### src/rtl/tll_pkg.sv
package tll_pkg;

    localparam int CNT_W   = 16;
    localparam int FIELD_W = 16;
    localparam int TYPE_W  = 4;
    localparam int KM_W    = 4;

    localparam int QD      = 8;
    localparam int QA_W    = $clog2(QD);
    localparam int QC_W    = $clog2(QD + 1);

    localparam logic [TYPE_W-1:0] TT_END   = 4'd0;
    localparam logic [TYPE_W-1:0] TT_NUM   = 4'd1;
    localparam logic [TYPE_W-1:0] TT_STR   = 4'd2;
    localparam logic [TYPE_W-1:0] TT_ID    = 4'd3;
    localparam logic [TYPE_W-1:0] TT_PRINT = 4'd4;
    localparam logic [TYPE_W-1:0] TT_ADD   = 4'd5;
    localparam logic [TYPE_W-1:0] TT_SUB   = 4'd6;
    localparam logic [TYPE_W-1:0] TT_MUL   = 4'd7;
    localparam logic [TYPE_W-1:0] TT_DIV   = 4'd8;
    localparam logic [TYPE_W-1:0] TT_LPAR  = 4'd9;
    localparam logic [TYPE_W-1:0] TT_RPAR  = 4'd10;
    localparam logic [TYPE_W-1:0] TT_SEMI  = 4'd11;

    localparam int              KW_LEN  = 5;
    localparam logic [KM_W-1:0] KW_MISS = 4'd8;

    typedef struct packed {
        logic [TYPE_W-1:0]  token_type;
        logic [FIELD_W-1:0] start_offset;
        logic [FIELD_W-1:0] token_len;
        logic [FIELD_W-1:0] line_no;
        logic [FIELD_W-1:0] column_no;
        logic               last;
    } t_tok;

    typedef struct packed {
        logic [1:0] cnt;
        t_tok       tok0;
        t_tok       tok1;
    } t_push;

    function automatic logic [7:0] kw_char(input logic [2:0] idx);
        logic [7:0] c;
        unique case (idx)
            3'd0:    c = "p";
            3'd1:    c = "r";
            3'd2:    c = "i";
            3'd3:    c = "n";
            3'd4:    c = "t";
            default: c = 8'd0;
        endcase
        return c;
    endfunction

    function automatic logic [CNT_W-1:0] sat_inc(input logic [CNT_W-1:0] v);
        return (v == {CNT_W{1'b1}}) ? v : CNT_W'(v + 1'b1);
    endfunction

endpackage

### src/rtl/tll_scan.sv
module tll_scan (
    input  logic          i_clk,
    input  logic          i_rst_n,
    input  logic          i_valid,
    input  logic [7:0]    i_ch,
    output tll_pkg::t_push o_push
);
    import tll_pkg::*;

    localparam logic [1:0] MODE_IDLE  = 2'd0;
    localparam logic [1:0] MODE_NUM   = 2'd1;
    localparam logic [1:0] MODE_STR   = 2'd2;
    localparam logic [1:0] MODE_IDENT = 2'd3;

    localparam logic [7:0] CH_NUL   = 8'd0;
    localparam logic [7:0] CH_NL    = 8'd10;
    localparam logic [7:0] CH_QUOTE = 8'd34;

    localparam logic [CNT_W-1:0] CNT_ONE = CNT_W'(1);

    logic [1:0]       r_mode,   n_mode;
    logic [CNT_W-1:0] r_pos,    n_pos;
    logic [CNT_W-1:0] r_line,   n_line;
    logic [CNT_W-1:0] r_col,    n_col;
    logic [CNT_W-1:0] r_pstart, n_pstart;
    logic [CNT_W-1:0] r_pline,  n_pline;
    logic [CNT_W-1:0] r_pcol,   n_pcol;
    logic [CNT_W-1:0] r_plen,   n_plen;
    logic [KM_W-1:0]  r_km,     n_km;

    logic is_dig, is_alp, is_sp, cont, kw_hit;
    logic flush_v, idle_en, idle_v;
    t_tok flush_tok, idle_tok;
    t_push push;

    always_comb begin
        is_dig = (i_ch >= "0") && (i_ch <= "9");
        is_alp = ((i_ch >= "a") && (i_ch <= "z")) || ((i_ch >= "A") && (i_ch <= "Z"));
        is_sp  = (i_ch == " ") || ((i_ch >= 8'd9) && (i_ch <= 8'd13));
        kw_hit = !r_km[KM_W-1] && (r_plen < CNT_W'(KW_LEN))
                 && (i_ch == kw_char(r_plen[2:0]));
        cont   = (r_mode == MODE_NUM) ? is_dig : (is_dig || is_alp);

        n_mode   = r_mode;
        n_pos    = r_pos;
        n_line   = r_line;
        n_col    = r_col;
        n_pstart = r_pstart;
        n_pline  = r_pline;
        n_pcol   = r_pcol;
        n_plen   = r_plen;
        n_km     = r_km;

        flush_v   = 1'b0;
        idle_en   = 1'b0;
        idle_v    = 1'b0;
        flush_tok = '0;
        idle_tok  = '0;

        flush_tok.start_offset = FIELD_W'(r_pstart);
        flush_tok.token_len    = FIELD_W'(r_plen);
        flush_tok.line_no      = FIELD_W'(r_pline);
        flush_tok.column_no    = FIELD_W'(r_pcol);

        unique case (r_mode) inside
            MODE_NUM, MODE_IDENT: begin
                if (cont) begin
                    if (r_mode == MODE_IDENT) begin
                        n_km = kw_hit ? KM_W'(r_km + 1'b1) : (r_km | KW_MISS);
                    end
                    n_plen = sat_inc(r_plen);
                    n_pos  = sat_inc(r_pos);
                    n_col  = sat_inc(r_col);
                end else begin
                    flush_v = 1'b1;
                    if (r_mode == MODE_NUM) begin
                        flush_tok.token_type = TT_NUM;
                    end else if (!r_km[KM_W-1] && (r_km[2:0] == 3'(KW_LEN))
                                 && (r_plen == CNT_W'(KW_LEN))) begin
                        flush_tok.token_type = TT_PRINT;
                    end else begin
                        flush_tok.token_type = TT_ID;
                    end
                    n_mode  = MODE_IDLE;
                    idle_en = 1'b1;
                end
            end
            MODE_STR: begin
                flush_tok.token_type = TT_STR;
                if (i_ch == CH_NUL) begin
                    flush_v = 1'b1;
                    n_mode  = MODE_IDLE;
                    idle_en = 1'b1;
                end else if (i_ch == CH_QUOTE) begin
                    flush_v = 1'b1;
                    n_pos   = sat_inc(r_pos);
                    n_col   = sat_inc(r_col);
                    n_mode  = MODE_IDLE;
                end else begin
                    n_plen = sat_inc(r_plen);
                    n_pos  = sat_inc(r_pos);
                    n_col  = sat_inc(r_col);
                end
            end
            default: begin
                idle_en = 1'b1;
            end
        endcase

        if (idle_en) begin
            if (i_ch == CH_NUL) begin
                idle_v   = 1'b1;
                idle_tok = '0;
                n_mode   = MODE_IDLE;
                n_pos    = '0;
                n_line   = CNT_ONE;
                n_col    = CNT_ONE;
                n_pstart = '0;
                n_pline  = '0;
                n_pcol   = '0;
                n_plen   = '0;
                n_km     = '0;
            end else if (is_sp) begin
                if (i_ch == CH_NL) begin
                    n_line = sat_inc(r_line);
                    n_col  = CNT_ONE;
                end else begin
                    n_col = sat_inc(r_col);
                end
                n_pos = sat_inc(r_pos);
            end else if (i_ch == CH_QUOTE) begin
                n_pline  = r_line;
                n_pcol   = r_col;
                n_pos    = sat_inc(r_pos);
                n_col    = sat_inc(r_col);
                n_pstart = sat_inc(r_pos);
                n_plen   = '0;
                n_mode   = MODE_STR;
            end else if (is_dig || is_alp) begin
                n_pstart = r_pos;
                n_pline  = r_line;
                n_pcol   = r_col;
                n_plen   = CNT_ONE;
                n_pos    = sat_inc(r_pos);
                n_col    = sat_inc(r_col);
                if (is_dig) begin
                    n_mode = MODE_NUM;
                end else begin
                    n_km   = (i_ch == kw_char(3'd0)) ? KM_W'(1) : KW_MISS;
                    n_mode = MODE_IDENT;
                end
            end else begin
                idle_v                = 1'b1;
                idle_tok.start_offset = FIELD_W'(r_pos);
                idle_tok.token_len    = FIELD_W'(1);
                idle_tok.line_no      = FIELD_W'(r_line);
                idle_tok.column_no    = FIELD_W'(r_col);
                unique case (i_ch)
                    "+":     idle_tok.token_type = TT_ADD;
                    "-":     idle_tok.token_type = TT_SUB;
                    "*":     idle_tok.token_type = TT_MUL;
                    "/":     idle_tok.token_type = TT_DIV;
                    "(":     idle_tok.token_type = TT_LPAR;
                    ")":     idle_tok.token_type = TT_RPAR;
                    ";":     idle_tok.token_type = TT_SEMI;
                    default: idle_tok.token_type = TT_END;
                endcase
                n_pos = sat_inc(r_pos);
                n_col = sat_inc(r_col);
            end
        end

        push = '0;
        if (flush_v) begin
            push.tok0 = flush_tok;
            if (idle_v) begin
                push.tok1      = idle_tok;
                push.tok1.last = 1'b1;
                push.cnt       = 2'd2;
            end else begin
                push.tok0.last = 1'b1;
                push.cnt       = 2'd1;
            end
        end else if (idle_v) begin
            push.tok0      = idle_tok;
            push.tok0.last = 1'b1;
            push.cnt       = 2'd1;
        end
        if (!i_valid) begin
            push.cnt = 2'd0;
        end
    end

    assign o_push = push;

    always_ff @(posedge i_clk) begin
        if (!i_rst_n) begin
            r_mode   <= MODE_IDLE;
            r_pos    <= '0;
            r_line   <= CNT_ONE;
            r_col    <= CNT_ONE;
            r_pstart <= '0;
            r_pline  <= '0;
            r_pcol   <= '0;
            r_plen   <= '0;
            r_km     <= '0;
        end else if (i_valid) begin
            r_mode   <= n_mode;
            r_pos    <= n_pos;
            r_line   <= n_line;
            r_col    <= n_col;
            r_pstart <= n_pstart;
            r_pline  <= n_pline;
            r_pcol   <= n_pcol;
            r_plen   <= n_plen;
            r_km     <= n_km;
        end
    end

endmodule

### src/rtl/tll_outq.sv
module tll_outq (
    input  logic                 i_clk,
    input  logic                 i_rst_n,
    input  tll_pkg::t_push       i_push,
    input  logic                 i_pop,
    output tll_pkg::t_tok        o_head,
    output logic [tll_pkg::QC_W-1:0] o_count
);
    import tll_pkg::*;

    t_tok            r_mem [QD];
    logic [QA_W-1:0] r_wr, n_wr;
    logic [QA_W-1:0] r_rd, n_rd;
    logic [QC_W-1:0] r_cnt, n_cnt;
    logic [QA_W-1:0] wr_next;

    always_comb begin
        wr_next = QA_W'(r_wr + 1'b1);
        n_wr    = QA_W'(r_wr + QA_W'(i_push.cnt));
        n_rd    = i_pop ? QA_W'(r_rd + 1'b1) : r_rd;
        n_cnt   = QC_W'(r_cnt + QC_W'(i_push.cnt) - QC_W'(i_pop));
    end

    always_ff @(posedge i_clk) begin
        if (i_push.cnt != 2'd0) begin
            r_mem[r_wr] <= i_push.tok0;
        end
        if (i_push.cnt == 2'd2) begin
            r_mem[wr_next] <= i_push.tok1;
        end
    end

    always_ff @(posedge i_clk) begin
        if (!i_rst_n) begin
            r_wr  <= '0;
            r_rd  <= '0;
            r_cnt <= '0;
        end else begin
            r_wr  <= n_wr;
            r_rd  <= n_rd;
            r_cnt <= n_cnt;
        end
    end

    assign o_head  = r_mem[r_rd];
    assign o_count = r_cnt;

endmodule

### src/rtl/token_lexer_line_col_top.sv
// Streaming lexer: one source byte per word on the ch channel, a zero byte ends the source
// and returns the block to its reset state after the end token. A byte is registered, scanned
// in the next cycle and its tokens (none, one or two) land in an 8-entry result queue, so a
// token reaches the outputs through the input register and the queue memory. Bytes are taken
// one per cycle while the queue has room; a byte can give two tokens but the queue drains one
// per cycle with i_tok_ready high, so ready drops above four tokens with a byte staged, else six.
module token_lexer_line_col_top (
    input  logic        i_clk,
    input  logic        i_rst_n,
    input  logic [7:0]  i_ch,
    input  logic        i_ch_valid,
    output logic        o_ch_ready,
    output logic [3:0]  o_token_type,
    output logic [15:0] o_start_offset,
    output logic [15:0] o_token_len,
    output logic [15:0] o_line_no,
    output logic [15:0] o_column_no,
    output logic        o_last,
    output logic        o_tok_valid,
    input  logic        i_tok_ready
);
    import tll_pkg::*;

    logic            r_in_v;
    logic [7:0]      r_ch;
    t_push           push;
    t_tok            head;
    logic [QC_W-1:0] q_count;
    logic [QC_W:0]   q_need;
    logic            ch_acc;
    logic            tok_pop;

    assign q_need     = (QC_W + 1)'(q_count) + (r_in_v ? (QC_W + 1)'(2) : '0);
    assign o_ch_ready = (q_need <= (QC_W + 1)'(QD - 2));
    assign ch_acc     = i_ch_valid && o_ch_ready;
    assign o_tok_valid = (q_count != '0);
    assign tok_pop    = o_tok_valid && i_tok_ready;

    always_ff @(posedge i_clk) begin
        if (!i_rst_n) begin
            r_in_v <= 1'b0;
        end else begin
            r_in_v <= ch_acc;
        end
    end

    always_ff @(posedge i_clk) begin
        if (ch_acc) begin
            r_ch <= i_ch;
        end
    end

    tll_scan u_scan (
        .i_clk   (i_clk),
        .i_rst_n (i_rst_n),
        .i_valid (r_in_v),
        .i_ch    (r_ch),
        .o_push  (push)
    );

    tll_outq u_outq (
        .i_clk   (i_clk),
        .i_rst_n (i_rst_n),
        .i_push  (push),
        .i_pop   (tok_pop),
        .o_head  (head),
        .o_count (q_count)
    );

    assign o_token_type   = head.token_type;
    assign o_start_offset = head.start_offset;
    assign o_token_len    = head.token_len;
    assign o_line_no      = head.line_no;
    assign o_column_no    = head.column_no;
    assign o_last         = head.last;

`ifndef SYNTHESIS
    a_q_bound: assert property (@(posedge i_clk) disable iff (!i_rst_n)
        q_count <= QC_W'(QD))
        else $error("result queue overflow");

    a_in_stage: assert property (@(posedge i_clk) disable iff (!i_rst_n)
        ch_acc |=> r_in_v)
        else $error("accepted byte not staged");

    a_pair_last: assert property (@(posedge i_clk) disable iff (!i_rst_n)
        (push.cnt == 2'd2) |-> (!push.tok0.last && push.tok1.last))
        else $error("last flag wrong on token pair");

    a_single_last: assert property (@(posedge i_clk) disable iff (!i_rst_n)
        (push.cnt == 2'd1) |-> push.tok0.last)
        else $error("last flag missing on single token");

    a_no_push_idle: assert property (@(posedge i_clk) disable iff (!i_rst_n)
        !r_in_v |-> (push.cnt == 2'd0))
        else $error("token pushed without a byte");
`endif

endmodule
### config.mk
export PLATFORM = sky130hd
export DESIGN_NAME = token_lexer_line_col_top
export DESIGN_NICKNAME = d
export VERILOG_FILES = /design/src/rtl/tll_pkg.sv /design/src/rtl/tll_scan.sv /design/src/rtl/tll_outq.sv /design/src/rtl/token_lexer_line_col_top.sv
export SDC_FILE = /design/constraint.sdc
export NUM_CORES = 1
export LEC_CHECK = 0
export BUFFER_PORTS_ARGS = -buffer_cell sky130_fd_sc_hd__buf_2
export CORE_ASPECT_RATIO = 2
export CORE_MARGIN = 2
export CORE_UTILIZATION = 31
export CTS_BUF_LIST = sky130_fd_sc_hd__clkbuf_8
export CTS_CLUSTER_DIAMETER = 50
export DETAILED_ROUTE_END_ITERATION = 8
export PLACE_DENSITY = 0.53
export SLEW_MARGIN = 20
export SYNTH_ARGS = -nofsm -noshare
export SYNTH_HDL_FRONTEND = slang
export SYNTH_SLANG_ARGS = --single-unit
### constraint.sdc
create_clock -name i_clk -period 11.8 [get_ports i_clk]
set_input_delay 1.77 -clock i_clk [delete_from_list [all_inputs] [get_ports i_clk]]
set_output_delay 1.77 -clock i_clk [all_outputs]
set_load 0.02 [all_outputs]
After elaboration in Yosys (flattened, before gate mapping) --
Memory sizes are Yosys's and may differ from the RTL's. A register that Yosys moved wholly into a read port is not among the register bits. Index checks and enable logic that the tools add are counted.
Operators by class: add/sub/neg operators 11, magnitude comparators 10, equality and inequality tests 30, multiplexer cells 98, reduce and logical (&&, ||, !) cells 26
Operators by type and width (count):
- $mux 16 | 37
- $mux 68 | 4
- $mux 69 | 3
- $pmux 16 s2 | 3
- $eq 8x6->1 const B | 9
- $mux 71 | 1
- $mux 70 | 1
- $add 16x1->16 const B | 4
- $eq 16x16->1 const B | 4
- $mux 4 | 13
- $pmux 7 s5 | 1
- $pmux 4 s7 | 1
- $mux 2 | 12
- $eq 16x3->1 const B | 1
- $ge 8x7->1 const B | 2
- $le 8x7->1 const B | 2
- $lt 16x3->1 const B | 1
- $mux 1 | 15
- $logic_and 1x1->1 | 10
- $mux 3 | 3
- $eq 8x4->1 const B | 1
- $eq 8x7->1 | 1
- $eq 8x7->1 const B | 1
- $ge 8x4->1 const B | 1
- other kinds (32) | 44
Storage, ports and cells: flip-flop bits (word level) 137, bits in writable memories 552, bits of input ports 12, output and inout port bits 71, memories kept 1
Memory list:
- u_outq.r_mem | depth 8, bits a word 69, read ports 1, clocked after Yosys merged registers in 1, write ports 2, line tll_outq.sv:11 | t_tok r_mem [QD];

Logic depth before layout (Yosys ltp) --
Gate-level depths: netlist (run 1).
depth in word-level cells 15, gate-level depth with buffers 15, depth with buffers taken out 13

Cells and area by module --
A second synthesis (run 1) with hierarchy kept.
Second synthesis, totals: cell total of the unflattened synthesis 2630, area total of the unflattened synthesis 36322.3 sq um
Modules (own cells, without submodules):
- tll_outq | instances 1, cells an instance 1488, area an instance 27971.8 sq um, seq. area each 16836.1 sq um
- tll_scan | instances 1, cells an instance 1120, area an instance 8001.4 sq um, seq. area each 2362.3 sq um
- token_lexer_line_col_top | instances 1, cells an instance 22, area an instance 349.1 sq um, seq. area each 260.2 sq um

Worst setup path before layout (run 1) --
Ideal clock, no wire load.
path kind reg-to-reg, start reg r_ch[4], end mem u_outq.r_mem[1][0] (netlist bit), enable pin, library setup time 0.413 ns, arrival time 3.912 ns, path slack 7.475 ns, stages on the path, launching flop included 12, cells stage by stage edfxtp_1 buf_6 or4_4 or4_1 buf_2 a2111o_1 buf_6 clkinv_4 buf_8 nand3_4 buf_6 nand2_1
RTL lines:
- from (decl) | line token_lexer_line_col_top.sv:25 | logic [7:0] r_ch;
- from (signal assigned) | line token_lexer_line_col_top.sv:49 | r_ch <= i_ch;
- to (decl) | line tll_outq.sv:11

==> Flow_metrics.wiki, run 1 <==
{| class="wikitable"
! Metric !! Value
|-
| HPWL after detailed placement || 72.5 mm
|-
| Number of instances in the synthesized netlist || 2,734
|-
| Yosys top cell by area || sky130_fd_sc_hd__edfxtp_1
|-
| Finished Layout Cells || 4,150
|-
| Antenna Nets Post-Route || 0
|-
| Worst r2r path cells || 9
|-
| Total of endpoints with negative setup slack in the final report || 0
|-
| Rel. slew slack || 20.8%
|-
| Number of levels the H-tree was split into || 3
|-
| Height of the chip || 470 um
|-
| GR Overflow Total || 0
|-
| Number of synthesized flops with an enable pin || 440
|-
| Skew-Pair Late Insertion Delay || 0.80 ns
|-
| Worst setup path class || reg2out
|-
| Cell leakage power || 11.7 nW
|-
| Die Width || 237 um
|-
| Port Buf Inserts || 82
|-
| Post-Route Setup TNS || 0 ns
|-
| Class of the tightest hold or removal check || reg2reg
|-
| Register area share after synthesis || 54.1%
|-
| Total standard cell area after synthesis || 0.0337 sq mm
|-
| Buffer type at the clock tree root || sky130_fd_sc_hd__clkbuf_8
|-
| Share of layout cells above drive strength 1 || 19.2%
|-
| Post-DR wirelength/cell || 28.7 um
|-
| Largest fanout on the critical path || 44
|-
| Peak clock frequency supported by timing || 163 MHz
|-
| CTS tree || done
|-
| Synth top area share || 39.2%
|-
| # Max-Cap Violations || 0
|-
| Detailed-route vias per instance || 6.13
|-
| TritonRoute pass-1 iters || 6
|-
| Source of the worst register-to-register timing path || r_ch[1]
|-
| P per Cell Area || 154 mW/mm^2
|-
| Setup slack, reg-to-reg || 6.29 ns
|-
| Ports || 83
|-
| Maximum number of pins on one net before global-route repair || 69
|-
| Total clock buffers created by CTS || 97
|-
| Number of clock sinks seen by CTS || 692
|-
| Placed cell count || 3,973
|-
| Maximum vdd drop || 85.3 uV
|-
| Leading cell types by total area after synthesis || sky130_fd_sc_hd__edfxtp_1 39%, sky130_fd_sc_hd__dfxtp_1 15%, sky130_fd_sc_hd__mux4_2 9.2%
|-
| Slew Limit Fails || 0
|-
| Core Area || 0.108 sq mm
|-
| Residual DRC || 0
|-
| Number of resized instances in the post-cts repair step || 0
|-
| Final critical path time including I/O delays and setup || 6.12 ns
|-
| Num rows || 171
|-
| Vias in the first global route || 26,500
|-
| RSZ-0062 raised after global routing || false
|-
| Clock skew || 0.0572 ns
|-
| Die area || 0.112 sq mm
|-
| End of the worst register-to-register path || u_outq.r_mem[5][4]
|-
| Netlist cell types || 83
|-
| Net count of the mapped netlist || 2,770
|-
| Number of hold-repair buffers added at the cts stage || 0
|-
| Clock-pin slew reported for the worst setup and hold paths after clock tree synthesis || 0.07 ns
|-
| Average cell area after synthesis || 12.3 sq um
|-
| Crit end category || primary output
|-
| Fin nets || 2,724
|-
| Initial standard-cell utilization of the core || 31.1%
|-
| Arrival time of the worst setup path || 4.35 ns
|-
| Cell with the most instances after synthesis || sky130_fd_sc_hd__edfxtp_1
|-
| Data required time at the worst endpoint || 10.03 ns
|-
| Final hold vios || 0
|-
| Total power || 5.73 mW
|-
| Crit path launch type || flop
|-
| Most common library cells after synthesis || 440 x sky130_fd_sc_hd__edfxtp_1, 409 x sky130_fd_sc_hd__o22ai_1, 252 x sky130_fd_sc_hd__dfxtp_1, 203 x sky130_fd_sc_hd__clkbuf_1, 170 x sky130_fd_sc_hd__nand2_1
|-
| Post-synthesis to final-layout area growth || 10.3%
|-
| Register bit total from synthesis || 692
|-
| Post-synthesis async set-or-reset flop share || 0%
|-
| Status || complete, no violations
|-
| Prevailing post-synth register cell || sky130_fd_sc_hd__edfxtp_1
|-
| Hold WS || 0.460 ns
|-
| Placer congestion estimate || 0.844
|-
| Antenna violations before repair || 3
|-
| Vias || 25,400
|-
| Worst-case clock buffer depth || 3
|-
| Synth warnings || 0
|-
| Global-route wire length before repair || 175 mm
|-
| Capturing instance or port of the critical path || o_column_no[14]
|-
| Slew @ Worst Pin || 1.19 ns
|-
| Number of buffers inserted to repair setup after CTS || 0
|-
| Portion of the clock cycle consumed by the worst path in the final layout || 51.9%
|-
| Number of DRC markers after the initial detailed-route iteration || 2,168
|-
| Drt total wl || 119 mm
|-
| Total Routing Usage GR || 21.0%
|}
## metrics by stage
step	worst slack, ns	util (%)	instance area [sq um]
final	5.68	34.4	37200
after global routing	5.37	34.4	37200
after CTS	5.50	34.4	37200
after detailed placement	6.33	32.7	35400
after global placement	6.36	32.7	35400
after floorplan	7.47	-	33700
## layout by cell type (no fill, tap or decap), types with 8 or more instances in the layout
cell type,synthesis,layout
sky130_fd_sc_hd__edfxtp_1,440,440
sky130_fd_sc_hd__o22ai_1,409,409
sky130_fd_sc_hd__dfxtp_1,252,248
sky130_fd_sc_hd__nand2_1,170,151
sky130_fd_sc_hd__mux2i_1,145,145
sky130_fd_sc_hd__mux4_2,138,138
sky130_fd_sc_hd__o31ai_1,128,128
sky130_fd_sc_hd__clkbuf_8,0,105
sky130_fd_sc_hd__buf_2,34,81
sky130_fd_sc_hd__mux2_2,73,73
sky130_fd_sc_hd__nor2_1,67,66
sky130_fd_sc_hd__inv_1,31,64
sky130_fd_sc_hd__o21ai_0,61,61
sky130_fd_sc_hd__buf_4,1,59
sky130_fd_sc_hd__a32oi_1,51,51
sky130_fd_sc_hd__nand4_1,43,43
sky130_fd_sc_hd__nand3_1,41,41
sky130_fd_sc_hd__a21oi_1,38,37
sky130_fd_sc_hd__a32o_1,32,32
sky130_fd_sc_hd__xnor2_1,29,28
sky130_fd_sc_hd__nor4_1,23,22
sky130_fd_sc_hd__nor3_1,23,22
sky130_fd_sc_hd__and3_1,22,22
sky130_fd_sc_hd__ha_1,22,22
sky130_fd_sc_hd__and2_1,19,19
sky130_fd_sc_hd__nor2b_1,17,17
sky130_fd_sc_hd__nand2_4,0,17
sky130_fd_sc_hd__clkinv_1,0,17
sky130_fd_sc_hd__a21boi_0,13,13
sky130_fd_sc_hd__clkinv_2,0,12
sky130_fd_sc_hd__xor2_1,12,11
sky130_fd_sc_hd__a2111oi_0,10,10
sky130_fd_sc_hd__a31oi_1,9,9
sky130_fd_sc_hd__nand3_4,1,8
## power breakdown
part,leakage [nW],internal (mW),switching [mW]
Sequential,5.94,2.61,0.0916
Clock,1.05,0.849,0.986
Combinational,4.76,0.421,0.772
## kinds of logic (layout without fill, tap and decap cells)
| group | Yosys count | count (layout) | share of synthesized area, % |
|---|---|---|---|
| AO/OA/AOI/OAI | 825 | 825 | 16.8 |
| flip-flops | 692 | 692 | 54.1 |
| AND/OR/NAND/NOR | 478 | 478 | 7.15 |
| multiplexers | 356 | 356 | 16.0 |
| buffers and inverters | 318 | 349 | 3.90 |
| XOR/XNOR | 41 | 41 | 1.06 |
| adder cells (fa/ha/maj) | 24 | 24 | 0.935 |
| other | 0 | 1 | 0 |
## worst max-delay path: stages, from the launching register on
cell and delay (ns):
sky130_fd_sc_hd__dfxtp_4 0.73, sky130_fd_sc_hd__buf_4 0.74, sky130_fd_sc_hd__buf_4 0.81, sky130_fd_sc_hd__mux4_2 0.65
sky130_fd_sc_hd__mux2_2 0.29, sky130_fd_sc_hd__buf_2 0.16
## per-layer routing
layer / up-vias / routed length [um] / GRT usage [%]
met5: - / 30 / 0
met4: 4 / 6960 / 11.9
met3: 358 / 6400 / 2.94
met2: 1143 / 65100 / 40.2
met1: 13000 / 40800 / 21.6
li1: 11000 / - / -
## final cells by class
| cell class | count | area (sq um) |
|---|---|---|
| fillers | 10700 | 71100 |
| well taps | 1384 | 1730 |
| clock inverters | 71 | 358 |
| repair buffers | 140 | 848 |
| diodes | 1 | 2.50 |
| flip-flops and latches | 692 | 18300 |
| inverters | 33 | 129 |
| multi-input cells | 1724 | 14400 |
| clock buffers | 105 | 1450 |
## state kept, by name, indices dropped and copies added, names as in the netlist, named ones only
register         count
u_outq.o_count       4
r_in_v               1
u_scan.r_pcol       16
u_outq.r_mem       552
u_outq.r_wr          3
u_scan.r_pline      16
r_ch                 8
u_scan.r_plen       16
u_scan.r_col        16
u_scan.r_km          4
u_scan.r_pos        16
u_outq.r_rd          3
u_scan.r_mode        2
u_scan.r_pstart     16
u_scan.r_line       16
## worst min path at each step
stage / start / end / slack, ns / depth (start not counted)
6_report: u_scan.r_pstart[8] / u_scan.r_pstart[8] / 0.46 / 2
3_5_place_dp: u_scan.r_pstart[8] / u_scan.r_pstart[8] / 0.45 / 2
5_1_grt: u_scan.r_pstart[8] / u_scan.r_pstart[8] / 0.48 / 2
4_1_cts: u_scan.r_pstart[1] / u_scan.r_pstart[1] / 0.46 / 2
2_1_floorplan: u_scan.r_pcol[8] / u_scan.r_pcol[8] / 0.43 / 2
3_3_place_gp: u_scan.r_pline[0] / u_scan.r_pline[0] / 0.44 / 2
Note: power is estimated with default switching activity, not from simulation.
==> inputs of run 2 (changes only) <==
--- a/config.mk
+++ b/config.mk
@@ -5,6 +5,7 @@
 export SDC_FILE = /design/constraint.sdc
 export NUM_CORES = 1
 export LEC_CHECK = 0
+export ABC_AREA = 1
 export BUFFER_PORTS_ARGS = -buffer_cell sky130_fd_sc_hd__buf_2
 export CORE_ASPECT_RATIO = 2
 export CORE_MARGIN = 2
==> constraint.sdc (replaced) <==
create_clock -name i_clk -period 5.9 [get_ports i_clk]
set_input_delay 0.885 -clock i_clk [delete_from_list [all_inputs] [get_ports i_clk]]
set_output_delay 0.885 -clock i_clk [all_outputs]
set_load 0.02 [all_outputs]
==> run 2 against run 1 <==
  * Sequential power rose by 100%
  * Combinational power rose to 2.8 times the previous value
  * Hold slack got worse by 0.19 ns
  * Register-to-register slack got worse by 4.7 ns
  * Clock skew rose by 0.016 ns
  * Critical path type unchanged
==> Flow_metrics.wiki, run 2 <==
{| class="wikitable"
! Metric !! Value
|-
| Status || complete, no violations
|-
| Number of resized instances in the post-cts repair step || 0 (unchanged)
|-
| Total power || 12.9 mW (+120%)
|-
| Prevailing post-synth register cell || sky130_fd_sc_hd__edfxtp_1
|-
| Register area share after synthesis || 50.4% (-3.8 points)
|-
| Largest Register || u_outq.r_mem
|-
| Total of fill cells in the finished design || 12,200 (+14%)
|-
| Post-DR wirelength/cell || 22.2 um (-23%)
|-
| Height of the chip || 488 um (+3.6%)
|-
| Average cell area after synthesis || 7.53 sq um (-39%)
|-
| Initial standard-cell utilization of the core || 31.2% (+0.081 points)
|-
| Clock skew || 0.0729 ns (+0.0158 ns)
|-
| RSZ-0062 raised after global routing || false
|-
| Cell leakage power || 16.1 nW (+37%)
|-
| Worst Setup Slack, final || 1.27 ns (-4.40 ns)
|-
| Post-synthesis to final-layout area growth || 11.2%
|-
| Worst setup path class || reg2out
|-
| Residual DRC || 0 (unchanged)
|-
| Total clock buffers created by CTS || 101 (+4.1%)
|-
| Largest register FFs || 552 (unchanged)
|-
| Arrival time of the worst setup path || 3.74 ns (-0.61 ns)
|-
| Class of the tightest hold or removal check || in2reg
|-
| Critical-path cell with the highest stage delay || sky130_fd_sc_hd__dfxtp_4
|-
| Global-route wire length before repair || 208 mm (+19%)
|-
| Worst hold path cell count || 1 (-1)
|-
| Post-Route Setup TNS || 0 ns (unchanged)
|-
| Largest fanout on the critical path || 159 (+260%)
|-
| Post-Place Worst Slack || 1.67 ns (-4.66 ns)
|-
| Post-synthesis async set-or-reset flop share || 0% (unchanged)
|-
| Buffer type at the clock tree root || sky130_fd_sc_hd__clkbuf_8
|-
| Data required time at the worst endpoint || 5.02 ns (-5.01 ns)
|-
| Net count of the mapped netlist || 4,849 (+75%)
|-
| Critical path, cell by cell || buf_12 > o21ai_0 > o22ai_1 > nor2_1 > a31oi_1 > buf_2
|-
| Crit path launch type || flop
|-
| Most common library cells after synthesis || 1,823 x sky130_fd_sc_hd__nand2_1, 678 x sky130_fd_sc_hd__nor2_1, 440 x sky130_fd_sc_hd__edfxtp_1, 360 x sky130_fd_sc_hd__o21ai_0, 252 x sky130_fd_sc_hd__dfxtp_1
|-
| Die area || 0.120 sq mm (+7.4%)
|-
| Die Width || 246 um (+3.6%)
|-
| Clock-pin slew reported for the worst setup and hold paths after clock tree synthesis || 0.06 ns (about the same)
|-
| Number of clock sinks seen by CTS || 692 (unchanged)
|-
| Setup slack, reg-to-reg || 1.62 ns (-4.67 ns)
|-
| Fin nets || 4,811 (+77%)
|-
| Netlist cell types || 45 (-46%)
|-
| Rel. slew slack || 16.1% (-4.6 points)
|-
| Cell with the most instances after synthesis || sky130_fd_sc_hd__nand2_1
|-
| Total standard cell area after synthesis || 0.0362 sq mm (+7.5%)
|-
| Worst r2r path cells || 12 (+3)
|-
| Slew @ Worst Pin || 1.26 ns (+0.0694 ns)
|-
| Antenna Nets Post-Route || 0 (unchanged)
|-
| Yosys top cell by area || sky130_fd_sc_hd__edfxtp_1
|-
| End of the worst register-to-register path || u_outq.r_mem[1][56]
|-
| Crit end category || primary output
|-
| Portion of the clock cycle consumed by the worst path in the final layout || 78.5%
|-
| Final critical path time including I/O delays and setup || 4.63 ns
|-
| Synth top area share || 36.5% (-2.7 points)
|-
| Maximum vdd drop || 230 uV (+170%)
|-
| Final hold vios || 0 (unchanged)
|-
| Number of buffers inserted to repair setup after CTS || 0 (unchanged)
|-
| Vias in the first global route || 33,000 (+25%)
|-
| Leading cell type in the layout, fill and taps excluded || sky130_fd_sc_hd__nand2_1
|-
| Ports || 83 (unchanged)
|-
| Endpoint, Worst Hold || r_ch[1]
|-
| Antenna violations before repair || 3 (unchanged)
|-
| Skew-Pair Late Insertion Delay || 0.87 ns (+0.07 ns)
|-
| # Max-Cap Violations || 0 (unchanged)
|-
| Detailed-route vias per instance || 5.24 (-15%)
|-
| Maximum number of pins on one net before global-route repair || 160 (+130%)
|-
| Leading cell types by total area after synthesis || sky130_fd_sc_hd__edfxtp_1 36%, sky130_fd_sc_hd__nand2_1 19%, sky130_fd_sc_hd__dfxtp_1 14%
|-
| TritonRoute pass-1 iters || 5 (-1)
|-
| Slew Limit Fails || 0 (unchanged)
|-
| CTS tree || done
|-
| Core Area || 0.116 sq mm (+7.2%)
|-
| Port Buf Inserts || 82 (unchanged)
|-
| Peak clock frequency supported by timing || 216 MHz
|-
| Number of hold-repair buffers added at the cts stage || 0 (unchanged)
|-
| Num rows || 177 (+3.5%)
|-
| Synth warnings || 0 (unchanged)
|-
| Commonest cells after routing, fill and taps aside || 1,815 x sky130_fd_sc_hd__nand2_1, 674 x sky130_fd_sc_hd__nor2_1, 440 x sky130_fd_sc_hd__edfxtp_1, 360 x sky130_fd_sc_hd__o21ai_0, 250 x sky130_fd_sc_hd__dfxtp_1
|-
| Number of levels the H-tree was split into || 3 (unchanged)
|-
| HPWL after detailed placement || 85.3 mm (+18%)
|-
| Share of layout cells above drive strength 1 || 8.38% (-11 points)
|-
| Register bit total from synthesis || 692 (unchanged)
|-
| Number of synthesized flops with an enable pin || 440 (unchanged)
|-
| Number of instances in the synthesized netlist || 4,813 (+76%)
|-
| Worst-case clock buffer depth || 3 (unchanged)
|-
| Total of endpoints with negative setup slack in the final report || 0 (unchanged)
|-
| Placer congestion estimate || 0.906 (+7.4%)
|-
| Source of the worst register-to-register timing path || r_ch[3]
|-
| Max incr delay on CP || 0.72 ns (-0.09 ns)
|-
| GR Overflow Total || 0 (unchanged)
|-
| Vias || 33,400 (+31%)
|-
| Total Routing Usage GR || 23.2% (+2.2 points)
|-
| P per Cell Area || 319 mW/mm^2 (+110%)
|-
| Min-delay src || i_ch[1]
|-
| Drt total wl || 141 mm (+18%)
|-
| Number of DRC markers after the initial detailed-route iteration || 2,446 (+13%)
|}
## run 2: worst max-delay path, delay by kind of cell, from the launching register on
kind | cells | cell delay, ns
compound gates | 3 | 0.86
buf+inv | 2 | 0.71
flops | 1 | 0.72
simple gates | 1 | 0.06
## run 2: worst max-delay path by stage
stage | from | end | slack (ns) | cells after the start
4_1_cts | flop | o_column_no[2] | 1.22 | 6
3_3_place_gp | r_ch[7] | u_outq.r_mem[1][64] | 1.75 | 12
5_1_grt | flop | o_column_no[2] | 1.19 | 6
2_1_floorplan | r_ch[7] | u_outq.r_mem[4][0] | 2.32 | 12
3_5_place_dp | r_ch[3] | u_outq.r_mem[6][56] | 1.67 | 12
6_report | flop | o_last | 1.27 | 6
## run 2: report_power, final
part,switching (mW),leakage [nW],total (mW),internal (mW)
Sequential,0.167,6.00,5.41,5.24
Combinational,2.51,8.93,3.39,0.871
Clock,2.12,1.18,4.06,1.94
## run 2: logic make-up after synthesis
group / Yosys count / share of synthesized area (%)
buffers and inverters: 492 / 5.68
xor gates and xnor gates: 32 / 0.773
and+or+nand+nor: 2870 / 31.6
AOI/OAI and AO/OA: 703 / 10.6
adders and majority gates: 24 / 0.870
DFF: 692 / 50.4
## run 2: layer usage
metal | routed length, um | up-vias | global-route usage (%)
li1 | - | 15700 | -
met1 | 49400 | 16000 | 24.4
met2 | 73700 | 1259 | 42.8
met3 | 8540 | 472 | 3.42
met4 | 9600 | 0 | 14.8
met5 | 0 | - | 0
## run 2: area by class of cell
cell class / instances / area (sq um) / area share [%]
antenna: 1 / 2.50 / 0.00621
clock inverter: 64 / 418 / 1.04
sequential: 692 / 18300 / 45.3
timing repair buffer: 165 / 1320 / 3.27
clock buffer: 118 / 1620 / 4.03
tap: 1521 / 1900 / 4.72
inverter: 186 / 713 / 1.77
multi-input combinational: 3629 / 16100 / 39.8
## run 2: metrics by stage
| step | cell area [sq um] | hold slack (ns) | instances | utilization, % |
|---|---|---|---|---|
| 5_1_grt | 40300 | 0.242 | 6376 | 34.7 |
| 3_5_place_dp | 38200 | 0.454 | 6193 | 33.0 |
| 4_1_cts | 40300 | 0.191 | 6375 | 34.7 |
| 3_3_place_gp | 38200 | 0.445 | 6190 | 32.9 |
| 2_1_floorplan | 36200 | 0.433 | 4813 | - |
| 6_report | 40300 | 0.271 | 6376 | 34.7 |
